$ cat config.mk
export PLATFORM = sky130hd
export DESIGN_NAME = sector_cache_tag_controller_flat
export DESIGN_NICKNAME = d
export VERILOG_FILES = /design/src/rtl/sct_pkg.sv /design/src/rtl/sct_if.sv /design/src/rtl/sector_cache_tag_controller.sv /design/src/rtl/sct_ram.sv /design/src/flat_wrapper.sv
export SDC_FILE = /design/constraint.sdc
export NUM_CORES = 2
export LEC_CHECK = 0
export BUFFER_PORTS_ARGS = -buffer_cell sky130_fd_sc_hd__buf_2
export CELL_PAD_IN_SITES_DETAIL_PLACEMENT = 2
export CELL_PAD_IN_SITES_GLOBAL_PLACEMENT = 2
export CORE_MARGIN = 2
export CORE_UTILIZATION = 30
export CTS_BUF_LIST = sky130_fd_sc_hd__clkbuf_16
export CTS_CLUSTER_SIZE = 16
export DETAILED_ROUTE_END_ITERATION = 10
export GPL_TIMING_DRIVEN = 0
export PLACE_DENSITY = 0.61
export SYNTH_ARGS = -nofsm -noshare
export SYNTH_HDL_FRONTEND = slang
export SYNTH_SLANG_ARGS = --single-unit
$ cat constraint.sdc
create_clock -name i_clk -period 9.7 [get_ports i_clk]
set_input_delay 0.97 -clock i_clk [delete_from_list [all_inputs] [get_ports i_clk]]
set_output_delay 0.97 -clock i_clk [all_outputs]
set_load 0.005 [all_outputs]
$ cat src/rtl/sct_pkg.sv
// Package with shared types and codes of the sector cache tag controller.
`default_nettype none
package sct_pkg;
    localparam int unsigned SectorW = 32;
    localparam int unsigned SlotW   = 6;
    localparam int unsigned OutLimit = 64;

    typedef enum logic [1:0] {
        CMD_READ    = 2'd0,
        CMD_WRITE   = 2'd1,
        CMD_RELEASE = 2'd2,
        CMD_FLUSH   = 2'd3
    } t_cmd;

    typedef enum logic [2:0] {
        ST_HIT        = 3'd0,
        ST_MISS       = 3'd1,
        ST_ALL_PINNED = 3'd2,
        ST_RELEASED   = 3'd3,
        ST_FLUSH_WB   = 3'd4,
        ST_FLUSH_DONE = 3'd5
    } t_status;

    typedef struct packed {
        logic [1:0]         command;
        logic [SectorW-1:0] sector;
        logic               hold_pin;
        logic [SlotW-1:0]   slot;
    } t_req;

    typedef struct packed {
        logic [2:0]         status;
        logic [SlotW-1:0]   slot_index;
        logic               writeback_valid;
        logic [SectorW-1:0] writeback_sector;
        logic [SectorW-1:0] fill_sector;
        logic               last;
    } t_rsp;
endpackage
`default_nettype wire

$ cat src/rtl/sct_if.sv
// Valid/ready channel interfaces for requests and responses.
`default_nettype none
interface sct_req_if;
    import sct_pkg::*;
    logic valid;
    logic ready;
    t_req data;
    modport source (output valid, output data, input ready);
    modport sink   (input valid, input data, output ready);
endinterface

interface sct_rsp_if;
    import sct_pkg::*;
    logic valid;
    logic ready;
    t_rsp data;
    modport source (output valid, output data, input ready);
    modport sink   (input valid, input data, output ready);
endinterface
`default_nettype wire

$ cat src/rtl/sector_cache_tag_controller.sv
// Top level of the sector cache tag controller.
//
//  channel  | dir | payload                                          | handshake
//  i_req    | in  | command, sector, hold_pin, slot                  | valid/ready
//  o_rsp    | out | status, slot_index, writeback_valid/_sector,     | valid/ready
//           |     | fill_sector, last                                |
//
// A release answers from S_FINISH. A read or write scans the tags from slot 0 in
// S_LOOK up to a hit; a miss fills the lowest free slot, or else S_EVICT skips pinned
// slots round-robin up to a victim or answers all pinned. A flush walks the slots and
// writes back each dirty one, up to OutLimit. One request is in flight at a time;
// the next is taken only in S_IDLE after the final response is accepted. Reset is
// synchronous and clears valid, dirty and the victim pointer; the tag and pin
// memories need no clearing pass since a slot that is not valid reads as unpinned.
// A stalled response holds the flush walk.
`default_nettype none
module sector_cache_tag_controller #(
    parameter int unsigned ENTRIES  = 64,
    parameter int unsigned PIN_BITS = 8
) (
    input  wire logic i_clk,
    input  wire logic i_rst_n,
    sct_req_if.sink   i_req,
    sct_rsp_if.source o_rsp
);
    import sct_pkg::*;

    localparam int unsigned IdxW = (ENTRIES > 1) ? $clog2(ENTRIES) : 1;
    localparam int unsigned CntW = $clog2(ENTRIES + 1);
    localparam int unsigned FlW  = $clog2(OutLimit + 1);
    localparam logic [PIN_BITS-1:0] PinMax = {PIN_BITS{1'b1}};
    localparam logic [CntW-1:0] LastIdx = CntW'(ENTRIES - 1);

    typedef enum logic [5:0] {
        S_IDLE   = 6'b000001,
        S_LOOK   = 6'b000010,
        S_EVICT  = 6'b000100,
        S_FINISH = 6'b001000,
        S_FLUSH  = 6'b010000,
        S_OUT    = 6'b100000
    } t_state;

    t_state r_state, n_state;

    // Valid and dirty state live in flip-flops so reset clears them.
    logic [ENTRIES-1:0] r_valid, n_valid;
    logic [ENTRIES-1:0] r_dirty, n_dirty;
    logic [IdxW-1:0] r_vptr, n_vptr;

    t_req r_req, n_req;
    logic [CntW-1:0] r_cnt, n_cnt;     // slot whose tag is being read
    logic [CntW-1:0] r_steps, n_steps; // eviction steps taken
    logic r_rd_v, n_rd_v;              // a read was issued last cycle
    logic [IdxW-1:0] r_rd_idx, n_rd_idx;
    logic [IdxW-1:0] r_found, n_found;
    logic r_hit, n_hit;
    logic [FlW-1:0] r_nflush, n_nflush;
    logic r_any, n_any;
    t_rsp r_rsp, n_rsp;
    logic r_ovalid, n_ovalid;

    logic              we;
    logic [IdxW-1:0]   waddr, raddr;
    logic [SectorW-1:0] wdata, rdata;

    sct_ram #(.WIDTH(SectorW), .DEPTH(ENTRIES)) u_tag (
        .i_clk  (i_clk),
        .i_we   (we),
        .i_waddr(waddr),
        .i_wdata(wdata),
        .i_raddr(raddr),
        .o_rdata(rdata)
    );

    // Pin counts sit in a second memory; a slot that is not valid counts as unpinned.
    logic                pin_we;
    logic [IdxW-1:0]     pin_waddr, pin_raddr;
    logic [PIN_BITS-1:0] pin_wdata, pin_rdata;

    sct_ram #(.WIDTH(PIN_BITS), .DEPTH(ENTRIES)) u_pin (
        .i_clk  (i_clk),
        .i_we   (pin_we),
        .i_waddr(pin_waddr),
        .i_wdata(pin_wdata),
        .i_raddr(pin_raddr),
        .o_rdata(pin_rdata)
    );

    logic [IdxW-1:0]     pin_tgt;
    logic [PIN_BITS-1:0] pin_cur;
    assign pin_tgt = (r_req.command == CMD_RELEASE) ? IdxW'(r_req.slot) : r_found;
    assign pin_cur = r_valid[pin_tgt] ? pin_rdata : '0;

    // Lowest free slot: a priority scan over valid bits.
    logic            free_any;
    logic [IdxW-1:0] free_idx;
    always_comb begin
        free_any = 1'b0;
        free_idx = '0;
        for (int i = ENTRIES - 1; i >= 0; i--) begin
            if (!r_valid[i]) begin
                free_any = 1'b1;
                free_idx = IdxW'(i);
            end
        end
    end

    // A dirty slot above the one being written back means this is not the last.
    logic more_dirty;
    always_comb begin
        more_dirty = 1'b0;
        for (int i = 0; i < ENTRIES; i++) begin
            if (IdxW'(i) > r_rd_idx && r_valid[i] && r_dirty[i]) begin
                more_dirty = 1'b1;
            end
        end
    end

    logic [IdxW-1:0] ev_idx;
    always_comb begin
        if (r_cnt == LastIdx) begin
            ev_idx = '0;
        end else begin
            ev_idx = IdxW'(r_cnt + 1'b1);
        end
    end

    logic stall;
    assign stall = r_ovalid && !o_rsp.ready;
    assign i_req.ready = (r_state == S_IDLE) && !r_ovalid;
    assign o_rsp.valid = r_ovalid;
    assign o_rsp.data  = r_rsp;

    always_comb begin
        n_state = r_state;
        n_valid = r_valid;
        n_dirty = r_dirty;
        n_vptr  = r_vptr;
        n_req   = r_req;
        n_cnt   = r_cnt;
        n_steps = r_steps;
        n_rd_v  = 1'b0;
        n_rd_idx = r_rd_idx;
        n_found = r_found;
        n_hit   = r_hit;
        n_nflush = r_nflush;
        n_any   = r_any;
        n_rsp   = r_rsp;
        n_ovalid = r_ovalid && !o_rsp.ready;
        we    = 1'b0;
        waddr = r_found;
        wdata = r_req.sector;
        raddr = r_cnt[IdxW-1:0];
        pin_we    = 1'b0;
        pin_waddr = pin_tgt;
        pin_wdata = pin_cur;
        pin_raddr = r_cnt[IdxW-1:0];

        unique case (r_state)
            S_IDLE: begin
                // A release needs the pin count of its slot in the next cycle.
                pin_raddr = IdxW'(i_req.data.slot);
                if (i_req.valid && i_req.ready) begin
                    n_req = i_req.data;
                    n_cnt = '0;
                    n_hit = 1'b0;
                    n_nflush = '0;
                    n_any = 1'b0;
                    unique case (i_req.data.command)
                        CMD_RELEASE: n_state = S_FINISH;
                        CMD_FLUSH:   n_state = S_FLUSH;
                        default:     n_state = S_LOOK;
                    endcase
                end
            end
            S_LOOK: begin
                // One tag read per cycle; compare the one read last cycle.
                if (r_rd_v && r_valid[r_rd_idx] && rdata == r_req.sector) begin
                    n_hit = 1'b1;
                    n_found = r_rd_idx;
                    pin_raddr = r_rd_idx;
                    n_state = S_FINISH;
                end else if (r_cnt == CntW'(ENTRIES)) begin
                    if (free_any) begin
                        n_found = free_idx;
                        pin_raddr = free_idx;
                        n_state = S_FINISH;
                    end else begin
                        n_cnt = CntW'(r_vptr);
                        n_steps = '0;
                        n_state = S_EVICT;
                    end
                end else begin
                    n_rd_v = 1'b1;
                    n_rd_idx = r_cnt[IdxW-1:0];
                    n_cnt = r_cnt + 1'b1;
                end
            end
            S_EVICT: begin
                // Round-robin search for an unpinned victim. Tag and pin count
                // of a slot are read together and checked in the next cycle;
                // the victim's tag is read again so it is on hand in S_FINISH.
                if (r_rd_v && pin_rdata == '0) begin
                    n_found = r_rd_idx;
                    raddr = r_rd_idx;
                    pin_raddr = r_rd_idx;
                    n_state = S_FINISH;
                end else if (r_steps == CntW'(ENTRIES)) begin
                    n_rsp = '{status: ST_ALL_PINNED, slot_index: '0,
                              writeback_valid: 1'b0, writeback_sector: '0,
                              fill_sector: '0, last: 1'b1};
                    n_ovalid = 1'b1;
                    n_state = S_OUT;
                end else begin
                    n_rd_v = 1'b1;
                    n_rd_idx = r_cnt[IdxW-1:0];
                    n_cnt = CntW'(ev_idx);
                    n_steps = r_steps + 1'b1;
                end
            end
            S_FINISH: begin
                n_ovalid = 1'b1;
                n_state = S_OUT;
                if (r_req.command == CMD_RELEASE) begin
                    n_rsp = '{status: ST_RELEASED, slot_index: r_req.slot,
                              writeback_valid: 1'b0, writeback_sector: '0,
                              fill_sector: '0, last: 1'b1};
                end else if (r_hit) begin
                    n_rsp = '{status: ST_HIT, slot_index: SlotW'(r_found),
                              writeback_valid: 1'b0, writeback_sector: '0,
                              fill_sector: '0, last: 1'b1};
                    if (r_req.command == CMD_WRITE) begin
                        n_dirty[r_found] = 1'b1;
                    end
                end else begin
                    // Miss: a victim (all valid) carries rdata as its old tag.
                    n_rsp = '{status: ST_MISS, slot_index: SlotW'(r_found),
                              writeback_valid: r_valid[r_found] && r_dirty[r_found],
                              writeback_sector: (r_valid[r_found] && r_dirty[r_found])
                                                ? rdata : '0,
                              fill_sector: r_req.sector, last: 1'b1};
                    if (r_valid[r_found]) begin
                        n_vptr = (r_found == IdxW'(ENTRIES - 1)) ? '0 : r_found + 1'b1;
                    end
                    n_valid[r_found] = 1'b1;
                    n_dirty[r_found] = (r_req.command == CMD_WRITE);
                    we = 1'b1;
                end
                // Pin update: a release drops one pin, a held read adds one, both
                // saturate. Any in-range access writes its slot so a new fill starts clean.
                if (r_req.command == CMD_RELEASE) begin
                    if (32'(r_req.slot) < ENTRIES) begin
                        pin_we = 1'b1;
                        if (pin_cur != '0) begin
                            pin_wdata = pin_cur - 1'b1;
                        end
                    end
                end else begin
                    pin_we = 1'b1;
                    if (r_req.command == CMD_READ && r_req.hold_pin && pin_cur != PinMax) begin
                        pin_wdata = pin_cur + 1'b1;
                    end
                end
            end
            S_FLUSH: begin
                // Walk slots; rdata holds the tag of r_rd_idx.
                if (!stall) begin
                    if (r_rd_v) begin
                        n_dirty[r_rd_idx] = 1'b0;
                        n_rsp = '{status: ST_FLUSH_WB, slot_index: SlotW'(r_rd_idx),
                                  writeback_valid: 1'b1, writeback_sector: rdata,
                                  fill_sector: '0,
                                  last: !more_dirty || (r_nflush == FlW'(OutLimit - 1))};
                        n_ovalid = 1'b1;
                        n_any = 1'b1;
                        n_nflush = r_nflush + 1'b1;
                    end
                    if (r_cnt < CntW'(ENTRIES) && n_nflush < FlW'(OutLimit)
                            && r_valid[r_cnt[IdxW-1:0]] && r_dirty[r_cnt[IdxW-1:0]]) begin
                        n_rd_v = 1'b1;
                        n_rd_idx = r_cnt[IdxW-1:0];
                    end
                    if (r_cnt < CntW'(ENTRIES)) begin
                        n_cnt = r_cnt + 1'b1;
                    end else if (!r_rd_v) begin
                        n_state = S_OUT;
                        if (!r_any) begin
                            n_rsp = '{status: ST_FLUSH_DONE, slot_index: '0,
                                      writeback_valid: 1'b0, writeback_sector: '0,
                                      fill_sector: '0, last: 1'b1};
                            n_ovalid = 1'b1;
                        end
                    end
                end else begin
                    n_rd_v = r_rd_v;
                    raddr = r_rd_idx;
                end
            end
            S_OUT: begin
                if (!r_ovalid || o_rsp.ready) begin
                    n_state = S_IDLE;
                end
            end
            default: n_state = S_IDLE;
        endcase
    end

    // A stall freezes the flush walk and the pending tag read is reissued.
    always_ff @(posedge i_clk) begin
        if (!i_rst_n) begin
            r_state  <= S_IDLE;
            r_valid  <= '0;
            r_dirty  <= '0;
            r_vptr   <= '0;
            r_ovalid <= 1'b0;
            r_rd_v   <= 1'b0;
        end else begin
            r_state  <= n_state;
            r_valid  <= n_valid;
            r_dirty  <= n_dirty;
            r_vptr   <= n_vptr;
            r_ovalid <= n_ovalid;
            r_rd_v   <= n_rd_v;
        end
    end

    always_ff @(posedge i_clk) begin
        r_req    <= n_req;
        r_cnt    <= n_cnt;
        r_steps  <= n_steps;
        r_rd_idx <= n_rd_idx;
        r_found  <= n_found;
        r_hit    <= n_hit;
        r_nflush <= n_nflush;
        r_any    <= n_any;
        r_rsp    <= n_rsp;
    end
endmodule
`default_nettype wire

$ cat src/rtl/sct_ram.sv
// Generic single-port-write, single-read RAM with registered read data.
`default_nettype none
module sct_ram #(
    parameter int unsigned WIDTH = 32,
    parameter int unsigned DEPTH = 64
) (
    input  wire logic                     i_clk,
    input  wire logic                     i_we,
    input  wire logic [$clog2(DEPTH)-1:0] i_waddr,
    input  wire logic [WIDTH-1:0]         i_wdata,
    input  wire logic [$clog2(DEPTH)-1:0] i_raddr,
    output logic      [WIDTH-1:0]         o_rdata
);
    logic [WIDTH-1:0] r_mem [DEPTH];

    always_ff @(posedge i_clk) begin
        if (i_we) begin
            r_mem[i_waddr] <= i_wdata;
        end
        o_rdata <= r_mem[i_raddr];
    end
endmodule
`default_nettype wire

$ cat src/flat_wrapper.sv
// flat-port wrapper written by rule: the top's interface ports become plain ports
module sector_cache_tag_controller_flat import sct_pkg::*;
#(
    parameter int unsigned ENTRIES  = 64,
    parameter int unsigned PIN_BITS = 8
)
  (i_clk, i_rst_n, i_req_valid, i_req_data, i_req_ready, o_rsp_valid, o_rsp_data, o_rsp_ready);
  sct_req_if i_req_i ();
  sct_rsp_if o_rsp_i ();
  input  wire logic i_clk;
  input  wire logic i_rst_n;
  input wire logic [$bits(i_req_i.valid)-1:0] i_req_valid;
  input wire logic [$bits(i_req_i.data)-1:0] i_req_data;
  output wire logic [$bits(i_req_i.ready)-1:0] i_req_ready;
  output wire logic [$bits(o_rsp_i.valid)-1:0] o_rsp_valid;
  output wire logic [$bits(o_rsp_i.data)-1:0] o_rsp_data;
  input wire logic [$bits(o_rsp_i.ready)-1:0] o_rsp_ready;
  assign i_req_i.valid = i_req_valid;
  assign i_req_i.data = i_req_data;
  assign i_req_ready = i_req_i.ready;
  assign o_rsp_valid = o_rsp_i.valid;
  assign o_rsp_data = o_rsp_i.data;
  assign o_rsp_i.ready = o_rsp_ready;
  sector_cache_tag_controller #(.ENTRIES(ENTRIES), .PIN_BITS(PIN_BITS)) u_core (.i_clk(i_clk), .i_rst_n(i_rst_n), .i_req(i_req_i), .o_rsp(o_rsp_i));
endmodule
==> results.md <==
| Step | Item | Value |
| --- | --- | --- |
| status | Run status | finished with violations |
| status | Failing checks | capacitance limit, slew limit |
| sta | Slew margin rel. | -9.86% |
| min path | Class of the most critical hold timing path | input pin to flop |
| drt | Routed wire per std cell | 34.9 um |
| worst setup path | WP data required | 10.44 ns |
| worst setup path | Crit-path leading delay family | simple AND/OR/NAND/NOR gates |
| drt | Ratio of routed vias to standard cells | 5.58 |
| yosys | Cell types occupying the most area after synthesis | sky130_fd_sc_hd__edfxtp_1 (68%), sky130_fd_sc_hd__mux4_2 (10%), sky130_fd_sc_hd__dfxtp_1 (3.1%) |
| global route | Global route total overflow | 0 |
| global route | Number of global-route vias before repair | 81801 |
| floorplanning | Starting Density | 30.1% |
| sta | Min Hold Slack | 0.209 ns |
| clock network | Number of buffers inserted during clock tree synthesis | 329 |
| global route | Pin count of the biggest net entering global routing | 40 |
| sta | Final worst path period need | 8.06 ns |
| sta | Unrepaired setup endpoints after global routing | no |
| worst setup path | Worst Path Buf+Inv | 7 |
| cells and area | Filler cell count in the final layout | 38932 |
| floorplanning | Core area | 396000 um^2 |
| cells and area | Final nets | 8263 |
| sta | Number of setup violations in the final report | 0 |
| worst setup path | Crit end category | flop |
| clock network | Worst-case clock buffer depth | 4 |
| cells and area | Fraction of layout cells with a size suffix above 1 | 21.1% |
| yosys | Cell type with the highest aggregate area in the netlist | sky130_fd_sc_hd__edfxtp_1 |
| global route | First-pass GRT wire length | 665 mm |
| placement | Final GP Congestion | 0.932 |
| drt | Starting DRT DRC Count | 8311 |
| cells and area | Synthesis-to-finish area growth | 20.2% |
| clock network | Hold-fix buffer count after cts | 0 |
| pwr | Static leakage power | 46.1 nW |
| yosys | Sequential-to-total area share from yosys stat | 71.4% |
| yosys | Number of register bits inferred by synthesis | 2893 |
| cells and area | Final cell utilization of the core | 36.2% |
| placement | IO buf count | 120 |
| placement | Dpl ws | 1.81 ns |
| drt | Vias after detailed routing | 76625 |
| pwr | Power per unit of standard cell area | 306 nW/um^2 |
| worst setup path | CP Cell Sequence | clkbuf_1 > nand2_1 > o21ai_0 > nand2_1 > a31oi_1 > a41oi_1 > and4b_1 > clkbuf_1 > clkbuf_1 > nand2_1 > inv_1 > ha_1 > and3_1 > a31o_2 > or3_1 > nor4_1 > a21oi_1 > o211ai_1 > buf_4 > buf_4 > buf_4 |
| sta | Fmax | 124 MHz |
| floorplanning | Boundary pin count | 122 |
| clock network | CTS tree | built |
| yosys | Fraction of post-synthesis cell area in the top cell type by area | 68.3% |
| global route | Initial antenna violation count | 35 |
| drt | Total detailed-routing wirelength | 479 mm |
| sta | Max Clock Skew | 0.0861 ns |
| sta | Final period util | 83.1% |
| drt | Detailed-routing iteration count for the pre-antenna-repair pass | 6 |
| worst setup path | Slowest cell on the critical path | sky130_fd_sc_hd__clkbuf_1 |
| drt | Post-detailed-route DRC marker count | 0 |
| yosys | Warnings from Yosys | 0 |
| yosys | Mapped cell area | 119000 um^2 |
| sta | Hold Violations, Final | 0 |
| min path | HP Start | i_req_data[33] |
| clock network | CTS H-tree lvls | 5 |
| worst setup path | Launching element of the worst setup path | u_core.r_found[4] |
| yosys | Fraction of registers with async set/reset | 0% |
| worst setup path | Type of the worst setup path | flop to flop |
| clock network | CTS clk-pin slew, worst paths | 0.06 ns |
| yosys | Most instantiated flip-flop cell in the synthesis netlist | sky130_fd_sc_hd__edfxtp_1 |
| yosys | Number of instances in the synthesized netlist | 7388 |
| clock network | Resized cells post-CTS | 0 |
| worst setup path | Largest driver fanout on the critical path | 12 |
| worst setup path | Startpoint type of the worst setup path | flop |
| yosys | Count of flip-flops with a built-in enable after synthesis | 2711 |
| job | Max_cap viols | 5 |
| clock network | Clock insertion delay at the later pin of the skew report | 0.96 ns |
| worst setup path | Longest individual stage delay on the worst path | 0.96 ns |
| placement | Total instance count after detailed placement | 13117 |
| placement | Post-detail-place hpwl | 347 mm |
| floorplanning | Placement Rows | 231 |
| cells and area | Top library cells by usage in the layout, fill and taps aside | sky130_fd_sc_hd__edfxtp_1 (2711), sky130_fd_sc_hd__nand2_1 (891), sky130_fd_sc_hd__mux4_2 (532) |
| cells and area | Commonest non-fill, non-tap cell in the layout | sky130_fd_sc_hd__edfxtp_1 |
| drt | Antenna-violating nets left | 0 |
| floorplanning | Total Die Area | 402000 um^2 |
| clock network | Buffers inserted by post-CTS timing repair | 0 |
| cells and area | Cell area after layout | 143000 um^2 |
| floorplanning | Die outline width | 634 um |
| clock network | CTS Sinks | 2893 |
| cells and area | Fin cells | 13725 |
| yosys | Mapped Nets | 7441 |
| worst setup path | Critical path arrival | 8.81 ns |
| global route | All-layer global routing usage | 23.4% |
| clock network | Root Buffer Master | sky130_fd_sc_hd__clkbuf_16 |
| sta | Max-slew violation count | 16 |
| sta | Setup ws final | 1.64 ns |
| sta | Worst-Margin Slew | 1.64 ns |
| yosys | Post-synthesis cell type count | 99 |
| placement | Cell area reported after detailed placement | 133000 um^2 |
| pwr | Max IR drop VDD | 184 uV |
| yosys | Post-Synthesis Mean Instance Area | 16.1 um^2 |
| floorplanning | Vertical die dimension | 634 um |
| worst setup path | Source of the worst register-to-register timing path | u_core.r_found[4] |
[final cells by class]
| cell class | count | area, um^2 | share of cell area, % |
|---|---|---|---|
| Sequential cell | 2893 | 85100 | 59.4 |
| Multi-Input combinational cell | 3786 | 31700 | 22.1 |
| Clock buffer | 340 | 8510 | 5.94 |
| Timing Repair Buffer | 491 | 6640 | 4.63 |
| Tap cell | 5242 | 6560 | 4.58 |
| Buffer | 551 | 2380 | 1.66 |
| Clock inverter | 252 | 1840 | 1.28 |
| Inverter | 158 | 593 | 0.414 |
| Antenna cell | 12 | 30.0 | 0.0210 |
[registers in the layout, indices dropped and copies added, names as in the netlist, 6 cells and up]
signal,cells
u_core.wdata,32
u_core.r_req,9
u_core.u_pin.r_mem,512
u_core.r_rd_idx,6
u_core.r_steps,7
u_core.u_tag.o_rdata,32
u_core.r_valid,64
u_core.r_dirty,64
u_core.r_state,6
u_core.o_rsp.data,75
u_core.r_found,6
u_core.u_pin.o_rdata,8
u_core.r_nflush,7
u_core.r_cnt,7
u_core.r_vptr,6
u_core.u_tag.r_mem,2048
[path summary, 6_finish.rpt]
path                               end  cells past startpoint  slack, ns
min                   u_core.wdata[26]                      1       0.21
max          u_core.u_pin.r_mem[16][7]                     21       1.64
min reg2reg         u_core.r_rd_idx[5]                      0       0.44
max reg2reg  u_core.u_pin.r_mem[16][7]                     21       1.64
[synthesized netlist by cell type, drive strengths merged, types with 71 or more instances]
cell / n
o211ai: 235
nand2: 893
buf: 201
nor2: 213
a311oi: 111
clkbuf: 350
dfxtp: 182
o21a: 71
a21oi: 151
edfxtp: 2711
a31oi: 80
a22oi: 90
inv: 155
nand3: 299
mux4: 532
nor3: 111
o21ai: 160
[where the power goes]
part	switching (mW)	internal, mW	leakage (nW)	total (mW)
Combinational	11.1	5.13	14.7	16.3
Clock	5.23	6.95	5.40	12.2
Sequential	0.380	15.0	26.0	15.3
[cell families (layout without fill, tap and decap cells)]
| kind of cell | count (synthesis) | in the layout | synth area share [%] |
|---|---|---|---|
| AOI/OAI and AO/OA | 1300 | 1300 | 7.95 |
| xor gates and xnor gates | 53 | 53 | 0.389 |
| adders and majority gates | 9 | 9 | 0.0924 |
| buffers and inverters | 709 | 1792 | 2.49 |
| DFF | 2893 | 2893 | 71.4 |
| muxes | 636 | 636 | 11.0 |
| other | 0 | 12 | 0 |
| and+or+nand+nor | 1788 | 1788 | 6.73 |
[through the flow]
stage	TNS [ns]	total power [mW]
after floorplan	0	24.0
after global placement	-860.09	30.7
after detailed placement	0	31.8
after CTS	0	44.0
after global routing	0	45.3
final	0	43.8
[layer usage]
layer | share of wire [%] | routed length (um) | GRT usage [%] | vias to the layer above
li1 | - | - | - | 31245
met1 | 41 | 197000 | 30.6 | 41586
met3 | 5.9 | 28400 | 3.47 | 824
met5 | 0.038 | 182 | 0.229 | -
met4 | 4.7 | 22600 | 9.98 | 10
met2 | 48 | 230000 | 38.8 | 2960
Note: power is estimated with default switching activity, not from simulation.
